===== src/u8dec_pkg.sv =====
// Package for the UTF-8 decoder: code point constants, queue sizing,
// the queue entry type and the scalar value check.
// No dependencies; used by every module of the decoder.
`default_nettype none

package u8dec_pkg;

    localparam int unsigned CP_W   = 21;
    localparam int unsigned QDEPTH = 4;               // power of two, pointers wrap
    localparam int unsigned QAW    = $clog2(QDEPTH);

    localparam logic [CP_W-1:0] REPLACEMENT = 21'd65533;
    localparam logic [CP_W-1:0] MAX_SCALAR  = 21'h10FFFF;
    localparam logic [CP_W-1:0] SURR_LO     = 21'h00D800;
    localparam logic [CP_W-1:0] SURR_HI     = 21'h00DFFF;
    localparam logic [CP_W-1:0] MIN_LEN2    = 21'h000080;
    localparam logic [CP_W-1:0] MIN_LEN3    = 21'h000800;
    localparam logic [CP_W-1:0] MIN_LEN4    = 21'h010000;

    localparam logic [1:0] CLS_NONE = 2'd0;
    localparam logic [1:0] CLS_LEN2 = 2'd1;
    localparam logic [1:0] CLS_LEN3 = 2'd2;
    localparam logic [1:0] CLS_LEN4 = 2'd3;

    // One queue entry holds all results of one byte. When two is set the
    // first result is always U+FFFD and cp is the second one.
    typedef struct packed {
        logic            two;
        logic [CP_W-1:0] cp;
    } t_entry;

    // Replace overlong forms, values past the last scalar and surrogates.
    function automatic logic [CP_W-1:0] check_value(input logic [CP_W-1:0] v,
                                                     input logic [1:0]      cls);
        logic [CP_W-1:0] vmin;
        case (cls)
            CLS_LEN2: vmin = MIN_LEN2;
            CLS_LEN3: vmin = MIN_LEN3;
            CLS_LEN4: vmin = MIN_LEN4;
            default:  vmin = '0;
        endcase
        if (v < vmin || v > MAX_SCALAR || (v >= SURR_LO && v <= SURR_HI)) begin
            return REPLACEMENT;
        end
        return v;
    endfunction

endpackage

`default_nettype wire


===== src/utf8_decoder_with_replacement.sv =====
// UTF-8 decoder with U+FFFD replacement. A code point passes through the queue
// and then the output register to the master side after its byte is accepted.
// Throughput: one byte per cycle while the queue has room, one code point per
// cycle while m_axis_tready is high; a byte that yields two code points uses two transfers.
// Reset (i_rst_n low, synchronous): no sequence open, queue empty, output idle.
// Depends on u8dec_pkg, u8dec_front, u8dec_fifo, u8dec_back.
`default_nettype none

module utf8_decoder_with_replacement (
    input  wire logic        i_clk,
    input  wire logic        i_rst_n,
    // byte request in
    input  wire logic        s_axis_tvalid,
    output logic             s_axis_tready,
    input  wire logic [7:0]  s_axis_tdata,   // [7:0] byte_in
    input  wire logic        s_axis_tlast,   // end_of_text
    // code point out
    output logic             m_axis_tvalid,
    input  wire logic        m_axis_tready,
    output logic [23:0]      m_axis_tdata,   // [20:0] code_point, [23:21] zero
    output logic             m_axis_tlast    // run_last
);
    import u8dec_pkg::*;

    logic            q_ready;
    logic            q_push;
    t_entry          q_in;
    logic            q_pop;
    logic            q_nonempty;
    t_entry          q_out;
    logic [CP_W-1:0] out_cp;

    // Front: classify the byte, advance the sequence state, push its results.
    u8dec_front u_front (
        .i_clk     (i_clk),
        .i_rst_n   (i_rst_n),
        .i_tvalid  (s_axis_tvalid),
        .i_byte    (s_axis_tdata),
        .i_eot     (s_axis_tlast),
        .i_q_ready (q_ready),
        .o_tready  (s_axis_tready),
        .o_push    (q_push),
        .o_entry   (q_in)
    );

    // Queue: lets the front keep accepting while the output stalls.
    u8dec_fifo u_fifo (
        .i_clk      (i_clk),
        .i_rst_n    (i_rst_n),
        .i_push     (q_push),
        .i_entry    (q_in),
        .i_pop      (q_pop),
        .o_ready    (q_ready),
        .o_nonempty (q_nonempty),
        .o_entry    (q_out)
    );

    // Back: hold each code point in the output register until taken.
    u8dec_back u_back (
        .i_clk        (i_clk),
        .i_rst_n      (i_rst_n),
        .i_q_nonempty (q_nonempty),
        .i_q_entry    (q_out),
        .o_q_pop      (q_pop),
        .i_tready     (m_axis_tready),
        .o_tvalid     (m_axis_tvalid),
        .o_cp         (out_cp),
        .o_last       (m_axis_tlast)
    );

    assign m_axis_tdata = {3'b000, out_cp};

endmodule

`default_nettype wire


===== src/u8dec_front.sv =====
// Front end of the UTF-8 decoder: holds the sequence state, classifies
// each byte and pushes the results it causes into the queue as one entry.
// Depends on u8dec_pkg.
`default_nettype none

module u8dec_front (
    input  wire logic              i_clk,
    input  wire logic              i_rst_n,
    input  wire logic              i_tvalid,
    input  wire logic [7:0]        i_byte,
    input  wire logic              i_eot,
    input  wire logic              i_q_ready,
    output logic                   o_tready,
    output logic                   o_push,
    output u8dec_pkg::t_entry      o_entry
);
    import u8dec_pkg::*;

    logic [1:0]      r_pend, n_pend;
    logic [CP_W-1:0] r_val,  n_val;
    logic [1:0]      r_cls,  n_cls;

    logic            got;
    logic            two;
    logic [CP_W-1:0] cp;
    logic            restart;
    logic [CP_W-1:0] joined;
    logic            accept;

    assign o_tready = i_q_ready;
    assign accept   = i_tvalid && i_q_ready;
    assign joined   = {r_val[CP_W-7:0], i_byte[5:0]};

    always_comb begin
        n_pend  = r_pend;
        n_val   = r_val;
        n_cls   = r_cls;
        got     = 1'b0;
        two     = 1'b0;
        cp      = '0;
        restart = 1'b0;

        if (r_pend != 2'd0) begin
            if (i_byte[7:6] == 2'b10) begin
                n_val  = joined;
                n_pend = r_pend - 2'd1;
                if (r_pend == 2'd1) begin
                    got    = 1'b1;
                    cp     = check_value(joined, r_cls);
                    n_pend = 2'd0;
                    n_val  = '0;
                    n_cls  = CLS_NONE;
                end
            end else begin
                // missing continuation: close the open sequence, rescan the byte
                got     = 1'b1;
                cp      = REPLACEMENT;
                n_pend  = 2'd0;
                n_val   = '0;
                n_cls   = CLS_NONE;
                restart = 1'b1;
            end
        end else begin
            restart = 1'b1;
        end

        if (restart) begin
            if (i_byte < 8'h80) begin
                two = got;
                got = 1'b1;
                cp  = {13'd0, i_byte};
            end else if (i_byte >= 8'hC2 && i_byte <= 8'hDF) begin
                n_val  = {16'd0, i_byte[4:0]};
                n_pend = 2'd1;
                n_cls  = CLS_LEN2;
            end else if (i_byte >= 8'hE0 && i_byte <= 8'hEF) begin
                n_val  = {17'd0, i_byte[3:0]};
                n_pend = 2'd2;
                n_cls  = CLS_LEN3;
            end else if (i_byte >= 8'hF0 && i_byte <= 8'hF4) begin
                n_val  = {18'd0, i_byte[2:0]};
                n_pend = 2'd3;
                n_cls  = CLS_LEN4;
            end else begin
                two = got;
                got = 1'b1;
                cp  = REPLACEMENT;
            end
        end

        if (i_eot) begin
            // cut-off sequence at end of text
            if (n_pend != 2'd0) begin
                two = got;
                got = 1'b1;
                cp  = REPLACEMENT;
            end
            n_pend = 2'd0;
            n_val  = '0;
            n_cls  = CLS_NONE;
        end
    end

    assign o_push      = accept && got;
    assign o_entry.two = two;
    assign o_entry.cp  = cp;

    always_ff @(posedge i_clk) begin
        if (!i_rst_n) begin
            r_pend <= 2'd0;
            r_val  <= '0;
            r_cls  <= CLS_NONE;
        end else if (accept) begin
            r_pend <= n_pend;
            r_val  <= n_val;
            r_cls  <= n_cls;
        end
    end

endmodule

`default_nettype wire


===== src/u8dec_fifo.sv =====
// Short queue of result entries between the front and back ends of the
// UTF-8 decoder. Depends on u8dec_pkg for the entry type and depth.
`default_nettype none

module u8dec_fifo (
    input  wire logic              i_clk,
    input  wire logic              i_rst_n,
    input  wire logic              i_push,
    input  u8dec_pkg::t_entry      i_entry,
    input  wire logic              i_pop,
    output logic                   o_ready,
    output logic                   o_nonempty,
    output u8dec_pkg::t_entry      o_entry
);
    import u8dec_pkg::*;

    t_entry         r_mem [QDEPTH];
    logic [QAW-1:0] r_wr;
    logic [QAW-1:0] r_rd;
    logic [QAW:0]   r_cnt;

    assign o_ready    = (r_cnt != QDEPTH[QAW:0]);
    assign o_nonempty = (r_cnt != '0);
    assign o_entry    = r_mem[r_rd];

    always_ff @(posedge i_clk) begin
        if (i_push) begin
            r_mem[r_wr] <= i_entry;
        end
    end

    always_ff @(posedge i_clk) begin
        if (!i_rst_n) begin
            r_wr  <= '0;
            r_rd  <= '0;
            r_cnt <= '0;
        end else begin
            if (i_push) begin
                r_wr <= r_wr + 1'b1;
            end
            if (i_pop) begin
                r_rd <= r_rd + 1'b1;
            end
            case ({i_push, i_pop})
                2'b10:   r_cnt <= r_cnt + 1'b1;
                2'b01:   r_cnt <= r_cnt - 1'b1;
                default: r_cnt <= r_cnt;
            endcase
        end
    end

endmodule

`default_nettype wire


===== src/u8dec_back.sv =====
// Back end of the UTF-8 decoder: drains queue entries into the output
// register, splitting an entry of two results over two transfers.
// Depends on u8dec_pkg.
`default_nettype none

module u8dec_back (
    input  wire logic                    i_clk,
    input  wire logic                    i_rst_n,
    input  wire logic                    i_q_nonempty,
    input  u8dec_pkg::t_entry            i_q_entry,
    output logic                         o_q_pop,
    input  wire logic                    i_tready,
    output logic                         o_tvalid,
    output logic [u8dec_pkg::CP_W-1:0]   o_cp,
    output logic                         o_last
);
    import u8dec_pkg::*;

    logic            r_valid;
    logic [CP_W-1:0] r_cp;
    logic            r_last;
    logic            r_pend;
    logic [CP_W-1:0] r_pend_cp;
    logic            load;

    assign load    = !r_valid || i_tready;
    assign o_q_pop = load && !r_pend && i_q_nonempty;

    assign o_tvalid = r_valid;
    assign o_cp     = r_cp;
    assign o_last   = r_last;

    always_ff @(posedge i_clk) begin
        if (!i_rst_n) begin
            r_valid <= 1'b0;
            r_pend  <= 1'b0;
        end else if (load) begin
            if (r_pend) begin
                // second half of a pair
                r_valid <= 1'b1;
                r_pend  <= 1'b0;
            end else if (i_q_nonempty) begin
                r_valid <= 1'b1;
                r_pend  <= i_q_entry.two;
            end else begin
                r_valid <= 1'b0;
            end
        end
    end

    always_ff @(posedge i_clk) begin
        if (load) begin
            if (r_pend) begin
                r_cp   <= r_pend_cp;
                r_last <= 1'b1;
            end else if (i_q_entry.two) begin
                r_cp      <= REPLACEMENT;
                r_last    <= 1'b0;
                r_pend_cp <= i_q_entry.cp;
            end else begin
                r_cp   <= i_q_entry.cp;
                r_last <= 1'b1;
            end
        end
    end

endmodule

`default_nettype wire

===== config.mk =====
export PLATFORM = sky130hd
export DESIGN_NAME = utf8_decoder_with_replacement
export DESIGN_NICKNAME = d
export VERILOG_FILES = /design/src/u8dec_pkg.sv /design/src/utf8_decoder_with_replacement.sv /design/src/u8dec_front.sv /design/src/u8dec_fifo.sv /design/src/u8dec_back.sv
export SDC_FILE = /design/constraint.sdc
export NUM_CORES = 1
export LEC_CHECK = 0
export BUFFER_PORTS_ARGS = -buffer_cell sky130_fd_sc_hd__buf_2
export CORE_UTILIZATION = 54
export CTS_BUF_LIST = sky130_fd_sc_hd__clkbuf_4 sky130_fd_sc_hd__clkbuf_8
export CTS_CLUSTER_SIZE = 28
export DETAILED_ROUTE_END_ITERATION = 16
export PLACE_DENSITY = 0.86
export SYNTH_ARGS = -nofsm -noshare
export SYNTH_HDL_FRONTEND = slang
export SYNTH_SLANG_ARGS = --single-unit

===== constraint.sdc =====
create_clock -name i_clk -period 3.3 [get_ports i_clk]
set_clock_uncertainty 0.15 [all_clocks]
set_input_delay 0.66 -clock i_clk [delete_from_list [all_inputs] [get_ports i_clk]]
set_output_delay 0.66 -clock i_clk [all_outputs]
set_load 0.05 [all_outputs]

After elaboration in Yosys (flattened, before gate mapping)
Memories as Yosys holds them, arrays and structs flattened. A register that Yosys moved wholly into a read port is not among the register bits. Index checks and enable logic that the tools add are counted.

$add $sub $neg: 5. Order comparisons: 11. Equal/unequal tests: 8. Muxes and demuxes: 78. Bitwise gates (word level): 1. Reduce and logical (&&, ||, !) cells: 18.

Operators by type and width (number): $mux W21 (26); $pmux W17 S3 (1); $mux W2 (20); $mux W1 (30); $ge A8 B8 Y1 const B (3); $le A8 B8 Y1 const B (3); $ge A21 B16 Y1 const B (1); $gt A21 B21 Y1 const B (1); $le A21 B16 Y1 const B (1); $lt A21 B21 Y1 (1); $eq A2 B2 Y1 const B (4); $logic_and A1 B1 Y1 (8); $lt A8 B8 Y1 const B (1); $eq A2 B1 Y1 const B (3); $pmux W3 S2 (1); $reduce_bool A2 Y1 (3); $add A2 B1 Y2 const B (2); $add A3 B1 Y3 const B (1); $logic_or A1 B1 Y1 (3); $ne A3 B3 Y1 const B (1); $reduce_and A3 Y1 (1); $reduce_bool A3 Y1 (1); $sub A3 B1 Y3 const B (1); $logic_not A1 Y1 (2); 2 further kinds (2).

Register bits: 77. Bits in writable memories: 88. Input port bits: 13. Output and inout bits: 27. Word-level logic and storage cells: 133. Memories kept: 1.

Memories: u_fifo.r_mem (depth 4, bits a word 22, rd ports 1, clocked after Yosys merged registers in 1, wr ports 1, RTL line u8dec_fifo.sv:17) `t_entry r_mem [QDEPTH];`.

Logic depth before layout (Yosys ltp)
Depth in word-level cells: 23. Gate-level depth with buffers: 15. Gate-level depth less buffers: 14.

Hierarchy
Synthesis repeated with hierarchy kept, for this count alone.

Cells, all modules: 459. Area total of the unflattened synthesis: 6787.8 µm².

Modules (own cells, without submodules): u8dec_fifo (instances 1, cells each 160, area each 3628.5 µm², seq. area each 2822.7 µm²); u8dec_back (instances 1, cells each 115, area each 1707.9 µm², seq. area each 1331.3 µm²); u8dec_front (instances 1, cells each 180, area each 1425.1 µm², seq. area each 380.4 µm²); utf8_decoder_with_replacement (instances 1, cells each 4, area each 26.3 µm², seq. area each 0.0 µm²).

Worst setup path before layout
Ideal clock, no wire load.

Path kind: input port to flip-flop. From: input s_axis_tdata[4]. To: register u_fifo.r_cnt[2]. Library setup time: 76 ps. Arrival: 3109 ps. Required time: 3074 ps. Setup slack: -34 ps. Cell stages on the path: 13. Path buffers: 1. Path through: buf_2 -> nor4_2 -> a21oi_1 -> o2bb2ai_1 -> o21ai_1 -> a21oi_2 -> inv_2 -> ha_1 -> inv_1 -> fa_1 -> xor2_1 -> or3_1 -> a21boi_0.

Longest elaborated chain between the ends: 13. Elaborated cells between the ends (all ways): 28. Classes of those cells: order compare (7); eq/ne (2); mux (13); reduce/logical (6).

RTL lines: start, declared (RTL line utf8_decoder_with_replacement.sv:15) `input wire logic [7:0] s_axis_tdata,`; $ge A8 B8 Y1 / $le A8 B8 Y1 (equally long branches) (RTL line u8dec_front.sv:80) `end else if (i_byte >= 8'hF0 && i_byte <= 8'hF4) begin`; $logic_and A1 B1 Y1 (RTL line u8dec_front.sv:80); $mux W2 (RTL line u8dec_front.sv:80); $mux W2 (RTL line u8dec_front.sv:76) `end else if (i_byte >= 8'hE0 && i_byte <= 8'hEF) begin`; $mux W2 (RTL line u8dec_front.sv:72) `end else if (i_byte >= 8'hC2 && i_byte <= 8'hDF) begin`; $mux W2 (RTL line u8dec_front.sv:68) `if (i_byte < 8'h80) begin`; $mux W2 (RTL line u8dec_front.sv:67) `if (restart) begin`; $reduce_bool A2 Y1 (RTL line u8dec_front.sv:93) `if (n_pend != 2'd0) begin`; $mux W1 (RTL line u8dec_front.sv:93); $mux W1 * (RTL line u8dec_front.sv:91) `if (i_eot) begin`; $logic_and A1 B1 Y1 * (RTL line u8dec_front.sv:104) `assign o_push = accept && got;`; $eq A2 B1 Y1 / $eq A2 B2 Y1 (equally long branches) (RTL line u8dec_fifo.sv:44) `case ({i_push, i_pop})`; $pmux W3 S2 / $reduce_bool A2 Y1 (equally long branches); end signal, assigned (RTL line u8dec_fifo.sv:45) `2'b10: r_cnt <= r_cnt + 1'b1;`; end signal, assigned (RTL line u8dec_fifo.sv:46) `2'b01: r_cnt <= r_cnt - 1'b1;`; end signal, assigned (RTL line u8dec_fifo.sv:47) `default: r_cnt <= r_cnt;`; end, declared (RTL line u8dec_fifo.sv:20) `logic [QAW:0] r_cnt;`.

Every way passes the cells marked *; elsewhere a longest branch is shown, timed or not. A chain may end at the register's enable or synchronous reset.

Worst setup path after layout
From: register u_front.r_pend[0]. To: register u_fifo.r_cnt[2].

Longest elaborated chain between the ends: 15. Elaborated cells between the ends (all ways): 28. Classes of those cells: add/sub (1); eq/ne (3); mux (20); reduce/logical (4).

RTL lines: start, declared (RTL line u8dec_front.sv:19) `logic [1:0] r_pend, n_pend;`; start signal, assigned (RTL line u8dec_front.sv:114) `r_pend <= n_pend;`; $sub A2 B1 Y2 / $eq A2 B1 Y1 (equally long branches) (RTL line u8dec_front.sv:46, u8dec_front.sv:47); $mux W2 (RTL line u8dec_front.sv:47) `if (r_pend == 2'd1) begin`; $mux W2 (RTL line u8dec_front.sv:44) `if (i_byte[7:6] == 2'b10) begin`; $mux W2 (RTL line u8dec_front.sv:43) `if (r_pend != 2'd0) begin`; $mux W2 (RTL line u8dec_front.sv:80); $mux W2 (RTL line u8dec_front.sv:76); $mux W2 (RTL line u8dec_front.sv:72); $mux W2 (RTL line u8dec_front.sv:68); $mux W2 (RTL line u8dec_front.sv:67); $reduce_bool A2 Y1 (RTL line u8dec_front.sv:93); $mux W1 (RTL line u8dec_front.sv:93); $mux W1 * (RTL line u8dec_front.sv:91); $logic_and A1 B1 Y1 * (RTL line u8dec_front.sv:104); $eq A2 B1 Y1 / $eq A2 B2 Y1 (equally long branches) (RTL line u8dec_fifo.sv:44); $pmux W3 S2 / $reduce_bool A2 Y1 (equally long branches).

Marked as above.

==> impl_metrics.env <==
export IMPL_avgViaCountPerCell=5.654
export IMPL_finalCriticalPeriod_ns=3.100
export IMPL_clk_pin_slew_ns=0.08
export IMPL_ys_warn_count=0
export IMPL_seq_area_um2=4539
export IMPL_power_density_nw_per_um2=799.4
export IMPL_grt_usage_pct=20.95
export IMPL_syn_instance_count=486
export IMPL_vdd_ir_drop_max_mv=0.3235
export IMPL_fin_crit_sh_pct=93.94
export IMPL_row_count=40
export IMPL_synth_top_flop_cell="edfxtp_1"
export IMPL_drt_pass1_iterations=5
export IMPL_grt_pass1_vias=4090
export IMPL_drive_gt1_share_pct=23.88
export IMPL_antenna_found_initial=0
export IMPL_fin_util_pct=64.19
export IMPL_portBuffers=36
export IMPL_worstPathRequired_ns=3.52
export IMPL_drt_antenna_violating_nets=0
export IMPL_maxCapViolCount=0
export IMPL_slew_viol_final=0
export IMPL_drcViolationCount=0
export IMPL_die_area_um2=13060
export IMPL_crit_arrival_ns=3.32
export IMPL_numCtsBuffers=17
export IMPL_synthToLayoutAreaGrowth_pct=14.65
export IMPL_synth_async_reset_ratio_pct=0
export IMPL_hold_path_class="reg -> reg"
export IMPL_dpl_cell_area_um2=7326
export IMPL_whs_ns=0.3517
export IMPL_startpoint_type="flop"
export IMPL_worstSkewPairLatency_ns=0.44
export IMPL_die_w_um=114.3
export IMPL_yosysUniqueCellTypes=55
export IMPL_clock_sinks=161
export IMPL_cp_end_kind="flop"
export IMPL_grt_pass1_wl_um=20390
export IMPL_clock_fmax_ghz=0.3226
export IMPL_hold_viol_final=0
export IMPL_grt_max_degree=46
export IMPL_overflow=0
export IMPL_tightest_slew_ns=0.7577
export IMPL_synth_avg_cell_area_um2=14.01
export IMPL_die_height_um=114.3
export IMPL_tritoncts="done"
export IMPL_n_fill_cell=827
export IMPL_synth_edf_count=131
export IMPL_clockRootBuffer="clkbuf_8"
export IMPL_hold_buffers=0
export IMPL_setup_viol_count_final=0
export IMPL_coreArea_um2=12160
export IMPL_status="finished, final reports clean"
export IMPL_crit_type="reg -> reg"
export IMPL_path_max_fanout=4
export IMPL_htree_levels=4
export IMPL_ios=40
export IMPL_wl_per_cell_um=17.51
export IMPL_dr_first_iter_drc_count=452
export IMPL_totalWireLength_um=12700
export IMPL_finish_instance_area_um2=7806
export IMPL_dp_hpwl_um=8247
export IMPL_nNetsFinal=567
export IMPL_gp_congestion=0.8905
export IMPL_cts_buffer_depth=2
export IMPL_dp_cells=691
export IMPL_holdPathStages=2
export IMPL_multiInputGateArea_um2=2140
export IMPL_p_leak_uw=0.002685
export IMPL_floorplan_initialDensity_pct=55.99
export IMPL_vias=4099
export IMPL_ff2ff_path_depth=15
export IMPL_maxSlewHeadroom_pct=49.05
export IMPL_final_cells=725
export IMPL_syn_cell_area_um2=6809
export IMPL_yosysSeqAreaShare_pct=66.59
export IMPL_ys_ff_latch=161
export IMPL_diodes=0
[where the power goes]
| group | switching [µW] | internal (µW) | total, µW |
|---|---|---|---|
| registers | 112 | 2740 | 2850 |
| clock network | 683 | 856 | 1540 |
| logic | 1240 | 607 | 1850 |
| total | 2040 | 4200 | 6240 |
[cell usage after synthesis (2+ instances only)]
cell      count  area, µm²
a21boi_0      4      30.03
a21boi_1      2      15.01
a21oi_1      10      50.05
a21oi_2       2      17.52
a22oi_1      15      112.6
and2_1       17      106.4
buf_2         6      30.03
buf_4         4      30.03
clkbuf_1     15      56.30
dfxtp_1      30      600.6
edfxtp_1    131       3934
ha_1          9      112.6
inv_1        11      41.29
mux2i_1       3      30.03
mux4_2       22      495.5
nand2_1      41      153.9
nand2b_1      9      56.30
nand3_1       2      10.01
nor2_1       40      150.1
nor2b_1      17      106.4
nor3_1       11      55.05
o211ai_1      6      45.04
o21a_1        2      15.01
o21ai_0      26      130.1
o21ai_1      12      60.06
o31a_1        2      17.52
o31ai_1       6      45.04
or4_1         2      15.01
xnor2_1       2      17.52
xor2_1        2      17.52
[layout by cell type, fill, tap and decap left out, types with 11 or more instances in the layout]
| cell | count |
|---|---|
| a22oi_1 | 15 |
| and2_1 | 17 |
| buf_2 | 36 |
| buf_4 | 23 |
| clkbuf_8 | 18 |
| dfxtp_1 | 28 |
| edfxtp_1 | 131 |
| inv_1 | 11 |
| mux4_2 | 22 |
| nand2_1 | 41 |
| nor2_1 | 39 |
| nor2b_1 | 17 |
| nor3_1 | 11 |
| o21ai_0 | 26 |
| o21ai_1 | 11 |
[metal layers]
layer	share of wire (%)	up-vias	GRT usage (%)
met5	0	-	0
met4	1.7	0	7.186
met3	4.7	18	5.717
met2	51	137	36.04
met1	42	2020	25.57
li1	-	1924	-
[worst paths after layout]
kind,start,to,slack [ns]
max,u_front.r_pend[0]$_SDFFE_PN0P_,u_fifo.r_cnt[2]$_SDFFE_PN0P_,0.20
min,u_front.r_val[3]$_SDFFE_PN0P_,u_front.r_val[3]$_SDFFE_PN0P_,0.35
min reg2reg,u_front.r_val[3]$_SDFFE_PN0P_,u_front.r_val[3]$_SDFFE_PN0P_,0.35
max reg2reg,u_front.r_pend[0]$_SDFFE_PN0P_,u_fifo.r_cnt[2]$_SDFFE_PN0P_,0.20
[sequential cells by signal, indices dropped and copies added (netlist names), named ones only]
name              cells
u_fifo.r_rd           2
u_front.r_cls         2
u_fifo.r_wr           2
u_back.o_cp          21
u_fifo.r_cnt          3
u_back.r_pend_cp     21
u_back.r_pend         1
u_back.o_tvalid       1
u_front.r_pend        2
u_front.r_val        15
u_fifo.r_mem         88
u_back.o_last         1
[cells by family (layout without fill, tap and decap cells)]
| group | Yosys count | count (layout) | share of synthesized area, % |
|---|---|---|---|
| mux | 25 | 25 | 7.718 |
| fa+ha+maj | 10 | 10 | 1.948 |
| buf+inv | 38 | 107 | 2.536 |
| compound gates | 96 | 96 | 9.408 |
| other cells | 1 | 3 | 0.05507 |
| xor+xnor | 4 | 4 | 0.5146 |
| simple gates | 151 | 151 | 11.23 |
| flops | 161 | 161 | 66.59 |
[critical path: stages (launching register included)]
cell and delay [ns]:
dfxtp_2 0.37, inv_1 0.08, ha_2 0.22, nor3b_2 0.23
buf_4 0.15, a21oi_1 0.05, a2111oi_4 0.38, o21ai_2 0.10
a21oi_2 0.17, inv_2 0.04, ha_1 0.22, inv_1 0.11
fa_1 0.20, xor2_1 0.08, or3_1 0.32, a21boi_0 0.16
[per-stage QoR]
step	setup TNS [ns]	power, µW	worst slack, ns
final	0	6241	0.2000
after global placement	0	4663	0.1278
after global routing	-0.03611	6529	-0.03611
after detailed placement	-0.03959	4738	-0.03959
after floorplan	0	4284	0.02637
after CTS	0	6283	0.02580
[cell type report]
cell class,instances,area share (%)
clock inverter,13,2.356
inverter,12,0.5770
sequential,161,58.15
timing repair buffer,63,5.546
tap,168,2.693
multi-input combinational,289,27.41
clock buffer,19,3.270
[repair_timing]
| item | 4_1_cts | 5_1_grt |
|---|---|---|
| setup buffers | 0 | 2 |
| resized for setup | 0 | 7 |
| setup endpoints to repair | 0 | 2 |
Power figures use the tool's default switching activity.
